$ cat config.mk
export PLATFORM = sky130hd
export DESIGN_NAME = two_name_bucket_index_top
export DESIGN_NICKNAME = d
export VERILOG_FILES = /design/src/tnbi_pkg.sv /design/src/two_name_bucket_index_top.sv /design/src/tnbi_front.sv /design/src/tnbi_queue.sv /design/src/tnbi_back.sv
export SDC_FILE = /design/constraint.sdc
export NUM_CORES = 1
export LEC_CHECK = 0
export BUFFER_PORTS_ARGS = -buffer_cell sky130_fd_sc_hd__buf_2
export CAP_MARGIN = 40
export CELL_PAD_IN_SITES_DETAIL_PLACEMENT = 0
export CELL_PAD_IN_SITES_GLOBAL_PLACEMENT = 1
export CORE_UTILIZATION = 53
export DETAILED_ROUTE_END_ITERATION = 6
export MAX_ROUTING_LAYER = met4
export PLACE_DENSITY = 0.91
export SYNTH_ARGS = -nofsm -noshare
export SYNTH_HDL_FRONTEND = slang
export SYNTH_SLANG_ARGS = --single-unit
$ cat constraint.sdc
create_clock -name clk -period 25.3 [get_ports clk]
set_input_delay 5.06 -clock clk [delete_from_list [all_inputs] [get_ports clk]]
set_output_delay 5.06 -clock clk [all_outputs]
set_load 0.01 [all_outputs]
$ cat src/tnbi_pkg.sv
`timescale 1ns / 1ps
// ----------------------------------------------------------------------------
// tnbi_pkg: shared types and constants for the two-name bucket index block
// Holds the fixed field widths, the hash seed, the job word that passes
// from the front end to the back end, and the back-end state encoding.
// ----------------------------------------------------------------------------
package tnbi_pkg;

  localparam int HASH_W      = 64;
  localparam int BYTE_W      = 8;
  localparam int HALF_SIZE_W = 9;
  localparam int BUCKET_W    = 16;
  localparam int HASH_SHIFT  = 5;

  localparam logic [HASH_W-1:0]      HASH_SEED      = 64'd5381;
  localparam logic [HALF_SIZE_W-1:0] HALF_SIZE_RESET = 9'd256;

  // Bits retired per cycle by the remainder unit, and its iterations per hash.
  localparam int DIV_STEPS  = 4;
  localparam int DIV_CYCLES = HASH_W / DIV_STEPS;
  localparam int DIV_CNT_W  = $clog2(DIV_CYCLES);

  // One finished name handed from the front end to the back end.
  typedef struct packed {
    logic [HASH_W-1:0]      hash;
    logic                   last;
    logic [HALF_SIZE_W-1:0] half;
  } name_job_t;

  // Back-end status seen by the top level.
  typedef struct packed {
    logic busy;
    logic first_wr;
  } back_status_t;

  typedef enum logic [1:0] {
    BK_IDLE,
    BK_DIV,
    BK_MUL,
    BK_EMIT
  } back_state_t;

endpackage

$ cat src/two_name_bucket_index_top.sv
`timescale 1ns / 1ps
// ----------------------------------------------------------------------------
// two_name_bucket_index_top: bucket index for a first and last name pair
// Hashes the bytes of a first and a last name and emits the bucket index.
// ----------------------------------------------------------------------------
// Usage:
//   Input words arrive on in_valid/in_ready, one name byte per word with
//   flags for byte presence, which name is streaming and the name end.
//   A word with end_of_name set on the last name produces one output word
//   on out_valid/out_ready carrying bucket_index; other words produce none.
//   cfg_we/cfg_wdata write half_size; write it only while the block is
//   idle. Zero acts as one, values above MAX_HALF_SIZE saturate.
// Timing:
//   A byte word is taken every cycle while the queue has room. A remainder
//   unit retires four hash bits per cycle; a first-name end holds the back
//   end for the job fetch and the divide steps, and a last-name end also
//   for a multiply and an emit state. With the back end idle, a bucket
//   word is registered after the fetch, divide, multiply and emit states.
//   A two-entry queue lets later bytes flow while the remainder unit works.
// Reset and stall:
//   Reset reloads the hash seed, sets half_size to 256, clears the stored
//   first residue and empties the queue. While the receiver stalls the
//   output holds; the back end waits and the front end keeps taking words
//   until the queue is full.
// ----------------------------------------------------------------------------
module two_name_bucket_index_top #(
  parameter int MAX_HALF_SIZE = 256
) (
  input  logic                            clk,
  input  logic                            rst,
  input  logic                            in_valid,
  output logic                            in_ready,
  input  logic [tnbi_pkg::BYTE_W-1:0]      name_byte,
  input  logic                            byte_present,
  input  logic                            is_last_name,
  input  logic                            end_of_name,
  output logic                            out_valid,
  input  logic                            out_ready,
  output logic [tnbi_pkg::BUCKET_W-1:0]    bucket_index,
  input  logic                            cfg_we,
  input  logic [tnbi_pkg::HALF_SIZE_W-1:0] cfg_wdata
);
  import tnbi_pkg::*;

  // The nine-bit register never exceeds 511, so that bounds the half size.
  localparam int EFF_MAX = (MAX_HALF_SIZE < 511) ? MAX_HALF_SIZE : 511;
  localparam int RES_W   = $clog2(EFF_MAX);

  logic [HALF_SIZE_W-1:0] half_size;
  logic                   q_push;
  logic                   q_push_ready;
  logic                   q_pop;
  logic                   q_pop_valid;
  name_job_t              q_push_job;
  name_job_t              q_pop_job;
  back_status_t           back_st;

  // Configuration register.
  always_ff @(posedge clk) begin
    if (rst) begin
      half_size <= HALF_SIZE_RESET;
    end else if (cfg_we) begin
      half_size <= cfg_wdata;
    end
  end

  tnbi_front #(
    .HALF_CAP (EFF_MAX)
  ) u_front (
    .clk          (clk),
    .rst          (rst),
    .in_valid     (in_valid),
    .in_ready     (in_ready),
    .name_byte    (name_byte),
    .byte_present (byte_present),
    .is_last_name (is_last_name),
    .end_of_name  (end_of_name),
    .half_size    (half_size),
    .push         (q_push),
    .push_job     (q_push_job),
    .push_ready   (q_push_ready)
  );

  tnbi_queue u_queue (
    .clk        (clk),
    .rst        (rst),
    .push       (q_push),
    .push_job   (q_push_job),
    .push_ready (q_push_ready),
    .pop        (q_pop),
    .pop_job    (q_pop_job),
    .pop_valid  (q_pop_valid)
  );

  tnbi_back #(
    .RES_W (RES_W)
  ) u_back (
    .clk          (clk),
    .rst          (rst),
    .pop_job      (q_pop_job),
    .pop_valid    (q_pop_valid),
    .pop          (q_pop),
    .status       (back_st),
    .out_valid    (out_valid),
    .out_ready    (out_ready),
    .bucket_index (bucket_index)
  );

`ifndef SYNTHESIS
  // A job is taken only from a non-empty queue and only by an idle back end.
  a_pop_when_idle: assert property (@(posedge clk) disable iff (rst)
    q_pop |-> (q_pop_valid && !back_st.busy))
    else $error("job taken while back end busy or queue empty");

  // Taking a job always starts the remainder unit.
  a_pop_starts: assert property (@(posedge clk) disable iff (rst)
    q_pop |=> back_st.busy)
    else $error("back end did not start after taking a job");

  // A new output word only follows back-end work.
  a_out_from_back: assert property (@(posedge clk) disable iff (rst)
    $rose(out_valid) |-> $past(back_st.busy))
    else $error("output appeared without back-end work");

  // Storing a first residue never coincides with a new output word.
  a_first_no_out: assert property (@(posedge clk) disable iff (rst)
    back_st.first_wr |=> !$rose(out_valid))
    else $error("first-name end produced an output word");
`endif

endmodule

$ cat src/tnbi_front.sv
`timescale 1ns / 1ps
// ----------------------------------------------------------------------------
// tnbi_front: byte intake and running hash
// Takes one word per cycle while the queue has room, folds present bytes
// into the hash, and at each name end pushes the hash and clamped half size.
// ----------------------------------------------------------------------------
module tnbi_front #(
  parameter int HALF_CAP = 256
) (
  input  logic                            clk,
  input  logic                            rst,
  input  logic                            in_valid,
  output logic                            in_ready,
  input  logic [tnbi_pkg::BYTE_W-1:0]      name_byte,
  input  logic                            byte_present,
  input  logic                            is_last_name,
  input  logic                            end_of_name,
  input  logic [tnbi_pkg::HALF_SIZE_W-1:0] half_size,
  output logic                            push,
  output tnbi_pkg::name_job_t             push_job,
  input  logic                            push_ready
);
  import tnbi_pkg::*;

  localparam logic [HALF_SIZE_W-1:0] CAP = HALF_SIZE_W'(HALF_CAP);

  logic [HASH_W-1:0]      hash;
  logic [HASH_W-1:0]      hash_next;
  logic [HASH_W-1:0]      hash_upd;
  logic [HALF_SIZE_W-1:0] half_eff;
  logic                   accept;

  assign in_ready = push_ready;
  assign accept   = in_valid && in_ready;

  // Hash step: hash * 33 + byte, wrapping at 64 bits.
  assign hash_upd = byte_present
                  ? (hash << HASH_SHIFT) + hash + HASH_W'(name_byte)
                  : hash;

  // Zero counts as one; values above the cap saturate.
  always_comb begin
    if (half_size == '0) begin
      half_eff = HALF_SIZE_W'(1);
    end else if (half_size > CAP) begin
      half_eff = CAP;
    end else begin
      half_eff = half_size;
    end
  end

  assign push          = accept && end_of_name;
  assign push_job.hash = hash_upd;
  assign push_job.last = is_last_name;
  assign push_job.half = half_eff;

  // The hash reloads with the seed at every name end.
  always_comb begin
    hash_next = hash;
    if (accept) begin
      hash_next = end_of_name ? HASH_SEED : hash_upd;
    end
  end

  always_ff @(posedge clk) begin
    if (rst) begin
      hash <= HASH_SEED;
    end else begin
      hash <= hash_next;
    end
  end

endmodule

$ cat src/tnbi_queue.sv
`timescale 1ns / 1ps
// ----------------------------------------------------------------------------
// tnbi_queue: two-entry job queue
// Decouples the byte intake from the remainder unit so that each side
// can stall on its own.
// ----------------------------------------------------------------------------
module tnbi_queue (
  input  logic                clk,
  input  logic                rst,
  input  logic                push,
  input  tnbi_pkg::name_job_t push_job,
  output logic                push_ready,
  input  logic                pop,
  output tnbi_pkg::name_job_t pop_job,
  output logic                pop_valid
);
  import tnbi_pkg::*;

  localparam int DEPTH = 2;

  name_job_t   slots [DEPTH];
  logic        wr_ptr;
  logic        rd_ptr;
  logic [1:0]  count;

  assign push_ready = (count != 2'(DEPTH));
  assign pop_valid  = (count != '0);
  assign pop_job    = slots[rd_ptr];

  // Pointer and occupancy tracking.
  always_ff @(posedge clk) begin
    if (rst) begin
      wr_ptr <= 1'b0;
      rd_ptr <= 1'b0;
      count  <= '0;
    end else begin
      if (push) begin
        wr_ptr <= !wr_ptr;
      end
      if (pop) begin
        rd_ptr <= !rd_ptr;
      end
      if (push && !pop) begin
        count <= count + 2'd1;
      end else if (pop && !push) begin
        count <= count - 2'd1;
      end
    end
  end

  // Entry storage needs no reset.
  always_ff @(posedge clk) begin
    if (push) begin
      slots[wr_ptr] <= push_job;
    end
  end

endmodule

$ cat src/tnbi_back.sv
`timescale 1ns / 1ps
// ----------------------------------------------------------------------------
// tnbi_back: remainder unit and bucket output
// Reduces each hash modulo its half size four bits per cycle, keeps the
// first-name residue, and forms the bucket index for each last name.
// ----------------------------------------------------------------------------
module tnbi_back #(
  parameter int RES_W = 8
) (
  input  logic                               clk,
  input  logic                               rst,
  input  tnbi_pkg::name_job_t                pop_job,
  input  logic                               pop_valid,
  output logic                               pop,
  output tnbi_pkg::back_status_t             status,
  output logic                               out_valid,
  input  logic                               out_ready,
  output logic [tnbi_pkg::BUCKET_W-1:0]      bucket_index
);
  import tnbi_pkg::*;

  localparam int MUL_W = HALF_SIZE_W + RES_W;

  back_state_t            state;
  back_state_t            state_next;
  logic [HASH_W-1:0]      dividend;
  logic [HASH_W-1:0]      dividend_next;
  logic [HALF_SIZE_W-1:0] rem;
  logic [HALF_SIZE_W-1:0] rem_next;
  logic [HALF_SIZE_W-1:0] half;
  logic                   last;
  logic [DIV_CNT_W-1:0]   div_cnt;
  logic [RES_W-1:0]       first_residue;
  logic [RES_W-1:0]       last_residue;
  logic [MUL_W-1:0]       mul_full;
  logic [BUCKET_W-1:0]    prod;
  logic                   out_free;
  logic                   div_done;

  assign out_free = !out_valid || out_ready;
  assign div_done = (div_cnt == DIV_CNT_W'(DIV_CYCLES - 1));

  // Four restoring-division steps per cycle on a nine-bit remainder.
  always_comb begin
    logic [HALF_SIZE_W:0]   trial;
    logic [HALF_SIZE_W-1:0] r;
    logic [HASH_W-1:0]      d;
    r = rem;
    d = dividend;
    for (int i = 0; i < DIV_STEPS; i++) begin
      trial = {r, d[HASH_W-1]};
      d     = d << 1;
      if (trial >= {1'b0, half}) begin
        r = HALF_SIZE_W'(trial - {1'b0, half});
      end else begin
        r = trial[HALF_SIZE_W-1:0];
      end
    end
    rem_next      = r;
    dividend_next = d;
  end

  assign mul_full = MUL_W'(half) * MUL_W'(last_residue);

  // Sequencer: idle, divide, multiply, emit.
  always_comb begin
    state_next      = state;
    pop             = 1'b0;
    status.busy     = (state != BK_IDLE);
    status.first_wr = 1'b0;
    unique case (state)
      BK_IDLE: begin
        if (pop_valid) begin
          pop        = 1'b1;
          state_next = BK_DIV;
        end
      end
      BK_DIV: begin
        if (div_done) begin
          if (last) begin
            state_next = BK_MUL;
          end else begin
            status.first_wr = 1'b1;
            state_next      = BK_IDLE;
          end
        end
      end
      BK_MUL: begin
        state_next = BK_EMIT;
      end
      BK_EMIT: begin
        if (out_free) begin
          state_next = BK_IDLE;
        end
      end
      default: begin
        state_next = BK_IDLE;
      end
    endcase
  end

  always_ff @(posedge clk) begin
    if (rst) begin
      state         <= BK_IDLE;
      out_valid     <= 1'b0;
      first_residue <= '0;
    end else begin
      state <= state_next;
      if (status.first_wr) begin
        first_residue <= RES_W'(rem_next);
      end
      if (state == BK_EMIT && out_free) begin
        out_valid <= 1'b1;
      end else if (out_ready) begin
        out_valid <= 1'b0;
      end
    end
  end

  // Datapath registers.
  always_ff @(posedge clk) begin
    if (pop) begin
      dividend <= pop_job.hash;
      half     <= pop_job.half;
      last     <= pop_job.last;
      rem      <= '0;
      div_cnt  <= '0;
    end else if (state == BK_DIV) begin
      dividend <= dividend_next;
      rem      <= rem_next;
      div_cnt  <= div_cnt + DIV_CNT_W'(1);
      if (div_done) begin
        last_residue <= RES_W'(rem_next);
      end
    end
    if (state == BK_MUL) begin
      prod <= BUCKET_W'(mul_full);
    end
    if (state == BK_EMIT && out_free) begin
      bucket_index <= BUCKET_W'(first_residue) + prod;
    end
  end

endmodule

After elaboration in Yosys (flattened, before gate mapping)
Memory sizes are Yosys's and may differ from the RTL's. A register that Yosys moved wholly into a read port is not among the register bits.
Index checks and enable logic that the tools add are counted.
- memory bits (writable): 148
- register bits: 215
- memories: 1
- word-level logic and storage cells: 89
- memory list (memory ; words ; bits a word ; rd ports ; clocked after memory_dff ; write ports ; line ; RTL):
    u_queue.slots ; 2 ; 74 ; 1 ; 1 ; 1 ; tnbi_queue.sv:21 ; name_job_t slots [DEPTH];
- reductions and logical operators: 19
- mux-type cells: 28
- add/sub/neg operators: 10
- order comparisons: 5
- eq/ne operators: 8
- bitwise logic cells: 1
- $mul: 1
- operator list (cell ; number):
    two-way mux 64 bit ; 4
    adder 64 bit ; 1
    adder 64 x 8 -> 64 bit ; 1
    two-way mux 9 bit ; 6
    >= comparator 10 x 9 -> 1 bit ; 4
    subtractor 9 bit ; 4
    adder 8 x 16 -> 16 bit ; 1
    multiplier 9 x 8 -> 16 bit ; 1
    two-way mux 2 bit ; 6
    two-way mux 1 bit ; 11
    > comparator 9 bit, second input constant ; 1
    zero test 9 bit ; 1
    one-hot mux 2 bit (4 select lines) ; 1
    nonzero test 2 bit ; 4
    AND reduction 3 bit ; 2
    logical AND 1 bit ; 5
    zero test 1 bit ; 5
    adder 4 x 1 -> 4 bit, second input constant ; 1
    == test 2 bit, second input constant ; 2
    == test 4 bit, second input constant ; 1
    inequality test 2 x 1 -> 1 bit, second input constant ; 2
    inequality test 2 bit, second input constant ; 2
    adder 2 x 1 -> 2 bit, second input constant ; 1
    == test 2 x 1 -> 1 bit, second input constant ; 1
    4 further kinds ; 4

Depth between registers and ports, before layout
- depth after elaboration: 8
- depth in mapped cells: 43
- mapped depth without buffers: 39

Cells and area by module
A second synthesis with hierarchy kept.
- cells, all modules: 2088
- area, all modules: 23357.4 um2
- modules (own cells, without submodules) (module ; cells each ; area each (um2) ; instances):
    tnbi_back ; 872 ; 9718.1 ; 1
    tnbi_front ; 935 ; 7749.9 ; 1
    tnbi_queue ; 252 ; 5565.3 ; 1
    two_name_bucket_index_top ; 29 ; 324.1 ; 1

Worst setup path after synthesis
Ideal clock, no wire load.
- kind: in2reg
- start: input in_valid
- end: memory u_queue.slots[0][0] (netlist name) (enable)
- setup time: 0.507 ns
- buffers on the path: 1
- slack: 16.192 ns
- data arrival time: 8.601 ns
- stages: 4
- required time: 24.793 ns
- cell sequence: and2_1 -> clkbuf_1 -> nand2_1 -> nor2_1
- longest elaborated chain between the ends: 4
- RTL lines (element ; line ; RTL):
    from (decl) ; two_name_bucket_index_top.sv:31 ; input logic in_valid,
    logical AND 1 bit ; tnbi_front.sv:34 ; assign accept = in_valid && in_ready;
    logical AND 1 bit ; tnbi_front.sv:52 ; assign push = accept && end_of_name;
    two-way mux 1 bit ; tnbi_queue.sv:53 ; if (push) begin
    two-way mux 1 bit (implied by the code) ; tnbi_queue.sv:54 ; slots[wr_ptr] <= push_job;
    to (decl) ; tnbi_queue.sv:21 ;
Every way passes these cells.

Final worst setup path
- start: register u_back.half[1]
- end: register u_back.rem[1]
- longest elaborated chain between the ends: 8
- elaborated cells between the ends (all ways): 12
- RTL lines (element ; line ; RTL):
    from (decl) ; tnbi_back.sv:30 ; logic [HALF_SIZE_W-1:0] half;
    from (signal assigned) ; tnbi_back.sv:124 ; half <= pop_job.half;
    subtractor 9 bit or >= comparator 10 x 9 -> 1 bit (tied branches) ; tnbi_back.sv:54, tnbi_back.sv:53 ;
    two-way mux 9 bit ; tnbi_back.sv:53 ; if (trial >= {1'b0, half}) begin
    subtractor 9 bit or >= comparator 10 x 9 -> 1 bit (tied branches) ; tnbi_back.sv:54, tnbi_back.sv:53 ;
    two-way mux 9 bit ; tnbi_back.sv:53 ;
    subtractor 9 bit or >= comparator 10 x 9 -> 1 bit (tied branches) ; tnbi_back.sv:54, tnbi_back.sv:53 ;
    two-way mux 9 bit ; tnbi_back.sv:53 ;
    >= comparator 10 x 9 -> 1 bit or subtractor 9 bit (tied branches) ; tnbi_back.sv:53, tnbi_back.sv:54 ;
    two-way mux 9 bit * ; tnbi_back.sv:53 ;
    via u_back.rem_next[1] ; tnbi_back.sv:29 ; logic [HALF_SIZE_W-1:0] rem_next;
    to (signal assigned) ; tnbi_back.sv:130 ; rem <= rem_next;
    to (decl) ; tnbi_back.sv:28 ; logic [HALF_SIZE_W-1:0] rem;
The timed path passes the listed nets; every way through them passes the cells marked *.
A chain may end at the register's enable or synchronous reset.

==> key figures <==
Finish
  – Commonest non-fill, non-tap cell in the layout: edfxtp_1
  – Area grow syn2layout: 8.507%
  – Final std cell area, no fill: 0.02478 mm²
  – Most frequent cells in the layout: edfxtp_1 (262), ha_1 (203), nand2_1 (197)
  – Ant diodes: 0
  – Share of cells above drive strength 1: 9.909%
  – Final layout net count: approximately 2.5k

Global route
  – First-pass GRT wire length: approximately 85,000 µm
  – GRT Resource Usage Total: about a quarter
  – Initial antenna violation count: 0
  – Gr ovfl total: 0
  – Largest net degree at the start of global routing: 72
  – Vias in the first global route: 16.21k

Floorplanning
  – Die Ht: between 200 and 250 µm
  – Die Wd: roughly 210 µm
  – Rows: 75
  – Die ar.: between 0.04 and 0.05 mm²
  – Core ar.: 0.04223 mm²
  – I/O pin total: 43
  – Initial Util: 54.09%

Route
  – Detailed-router iteration count before antenna repair: 6
  – Vias: roughly 16k
  – Drt total wl: roughly 52,000 µm
  – Detail Route Antenna Nets: 0
  – Drt wl/cell: between 15 and 20 µm
  – DR vias/cell: 5.896
  – Initial DRC count: between 1k and 1.5k
  – DRC violation count after routing: 0

Timing
  – Final Skew: 0.02011 ns
  – RSZ-0062 raised after global routing: no
  – Worst-Margin Slew: between 0.8 and 0.9 ns
  – Post-layout minimum cycle time: ~10 ns
  – Slew margin rel.: ~43%
  – Tcrit/Tclk final: just under 40%
  – Fin. Hold Viols: 0
  – Setup TNS: 0 ns
  – Setup Viol. Count Final: 0
  – Fmax: approximately 0.1 GHz
  – Fin. max-slew vios: 0

Synthesis
  – Syn Area/Cell: 10.55 µm²
  – Post-synth EDFFs: about 260
  – Mapped Cells: 2,165
  – Yosys reg bits: ~360
  – Synthesized area: ~0.023 mm²
  – Ys flop type: edfxtp_1
  – Cell variety after synth: 90
  – Top cells by area, synth: edfxtp_1 (34%), ha_1 (11%), dfxtp_1 (8.9%)
  – Synth area leader: edfxtp_1
  – Post-synthesis sequential area ratio: a little over two fifths
  – Asr flop ratio synth: 0%
  – Synth Net Count: 2,443
  – Yosys warns: 0
  – Share of the synthesized area in the top cell type: about 34%

Critical path
  – Reg2reg end: u_back.rem[1]
  – Reg2reg setup slack: 15.30 ns
  – CP peak stage delay: ~0.56 ns
  – CP Class: flop to flop
  – Crit-path most repeated cell: a21oi_1
  – CP Data Arrival Time: approximately 10 ns
  – CP endpoint kind: flop
  – Worst-path fanout max: 16
  – R2R cell count: 35
  – Worst EP required: 25.74 ns
  – Startpoint types: flop
  – Crit-path slowest cell: edfxtp_1
  – Worst R2R Start: u_back.half[1]

Placement
  – DP Area: 0.02360 mm²
  – Gpl congestion: 0.9876
  – Final HPWL DP: between 30,000 and 40,000 µm
  – I/O Buffers: 42

Run status
  – Status: finished clean

Clock tree
  – Cts hold-fix bufs: 0
  – Max Root-Sink Buffers: 3
  – CTS H-Tree Depth: 2
  – Post-CTS setup buffer count: 0
  – Clock root cell: clkbuf_16
  – Clock sinks: ~360
  – Worst-path clk slew: about 0.070 ns
  – Clock latency on the worst-skew pair: 0.54 ns
  – Total CTS buffers: 35
  – CTS tree: done
  – # resized after CTS: 0

Hold path
  – Min-Delay Path Class: flop to flop
  – Hold depth: 2
  – Min-delay src: u_back.div_cnt[1]
  – Hold EP: u_back.div_cnt[1]

Run
  – Max-cap violations: 0
## how the worst max path moves through the flow
stage                    from                   to  slack (ns)  depth (start not counted)
6_report       u_back.half[1]        u_back.rem[1]       15.30                         35
5_1_grt        u_back.half[1]        u_back.rem[1]       14.49                         36
4_1_cts        u_back.half[1]        u_back.rem[1]       15.30                         35
3_5_place_dp   u_back.half[1]        u_back.rem[1]       15.34                         35
3_3_place_gp   u_back.half[1]        u_back.rem[1]       15.44                         35
2_1_floorplan        in_valid  u_queue.slots[0][0]       16.19                          4
## Yosys cell counts, types with 4 or more instances
cell type	number
o21a_1	12
and3_1	9
edfxtp_1	262
mux2_2	69
ha_1	203
xor2_1	37
dfxtp_1	102
nand4_1	28
buf_1	5
a22o_1	20
o21ai_0	133
nand3_1	26
a21boi_0	13
mux2i_1	84
a211oi_1	8
nand2_1	197
o31ai_1	7
and4_1	7
nor2b_1	26
nor4_1	10
or4_1	4
xnor2_1	75
o211ai_1	14
o21bai_1	17
o21ai_1	10
inv_1	115
clkbuf_1	80
nor3_1	24
nor2_1	154
fa_1	50
or3_1	11
and2_1	44
a21oi_1	122
o22ai_1	4
a21o_1	49
a22oi_1	40
a31oi_1	9
nand2b_1	16
## through the flow
step / setup slack, ns / cells / hold slack (ns) / utilization (%)
2_1_floorplan: 16.19 / 2165 / 0.4441 / -
3_3_place_gp: 15.44 / 2673 / 0.4690 / 55.69
3_5_place_dp: 15.34 / 2677 / 0.4920 / 55.89
4_1_cts: 15.30 / 2739 / 0.5070 / 58.69
5_1_grt: 14.49 / 2739 / 0.5373 / 58.69
6_report: 15.30 / 2739 / 0.4988 / 58.69
## per-layer routing
layer / share of wire (%) / vias to the layer above / global-route usage, %
li1: - / 7890 / -
met3: 3.7 / 60 / 2.230
met4: 1.9 / 0 / 5.638
met1: 47 / 7839 / 33.39
met2: 48 / 361 / 41.10
met5: 0 / - / -
## layout make-up
class | count | area [µm²]
inverter | 118 | 442.9
tap | 539 | 674.4
clock inverter | 17 | 229.0
clock buffer | 45 | 953.4
sequential | 364 | 9913
multi-input combinational | 1594 | 12160
timing repair buffer | 62 | 412.9
fill | 3477 | 17440
## worst max-delay path, delay by kind of cell, from the launching register on
family / cells / cell delay [ns]
DFF: 1 / 0.56
and+or+nand+nor: 5 / 1.18
adders and majority gates: 4 / 1.78
buffers and inverters: 2 / 0.38
AOI/OAI and AO/OA: 23 / 5.57
muxes: 1 / 0.39
## kinds of logic (layout without fill, tap and decap cells)
group / count (synthesis) / after routing / synth area share, %
compound gates: 507 / 507 / 14.48
buf+inv: 207 / 242 / 3.489
fa+ha+maj: 253 / 253 / 15.50
simple gates: 566 / 566 / 11.58
xor+xnor: 112 / 112 / 4.295
mux: 156 / 156 / 7.264
flops: 364 / 364 / 43.39
## flip-flops by register name, summed over array words and instances, names as in the netlist, named ones only
signal / flops
u_back.last: 1
u_queue.rd_ptr: 1
u_back.prod: 16
u_back.last_residue: 8
u_back.state: 1
u_front.hash: 64
u_queue.count: 2
u_queue.wr_ptr: 1
u_back.div_cnt: 4
u_back.half: 9
u_queue.slots: 148
u_back.first_residue: 8
u_back.out_valid: 1
u_back.bucket_index: 16
half_size: 9
u_back.dividend: 64
u_back.rem: 9
Power is not shown: default switching activity piles up to over one toggle a cycle in this logic, so the estimate is an artifact.
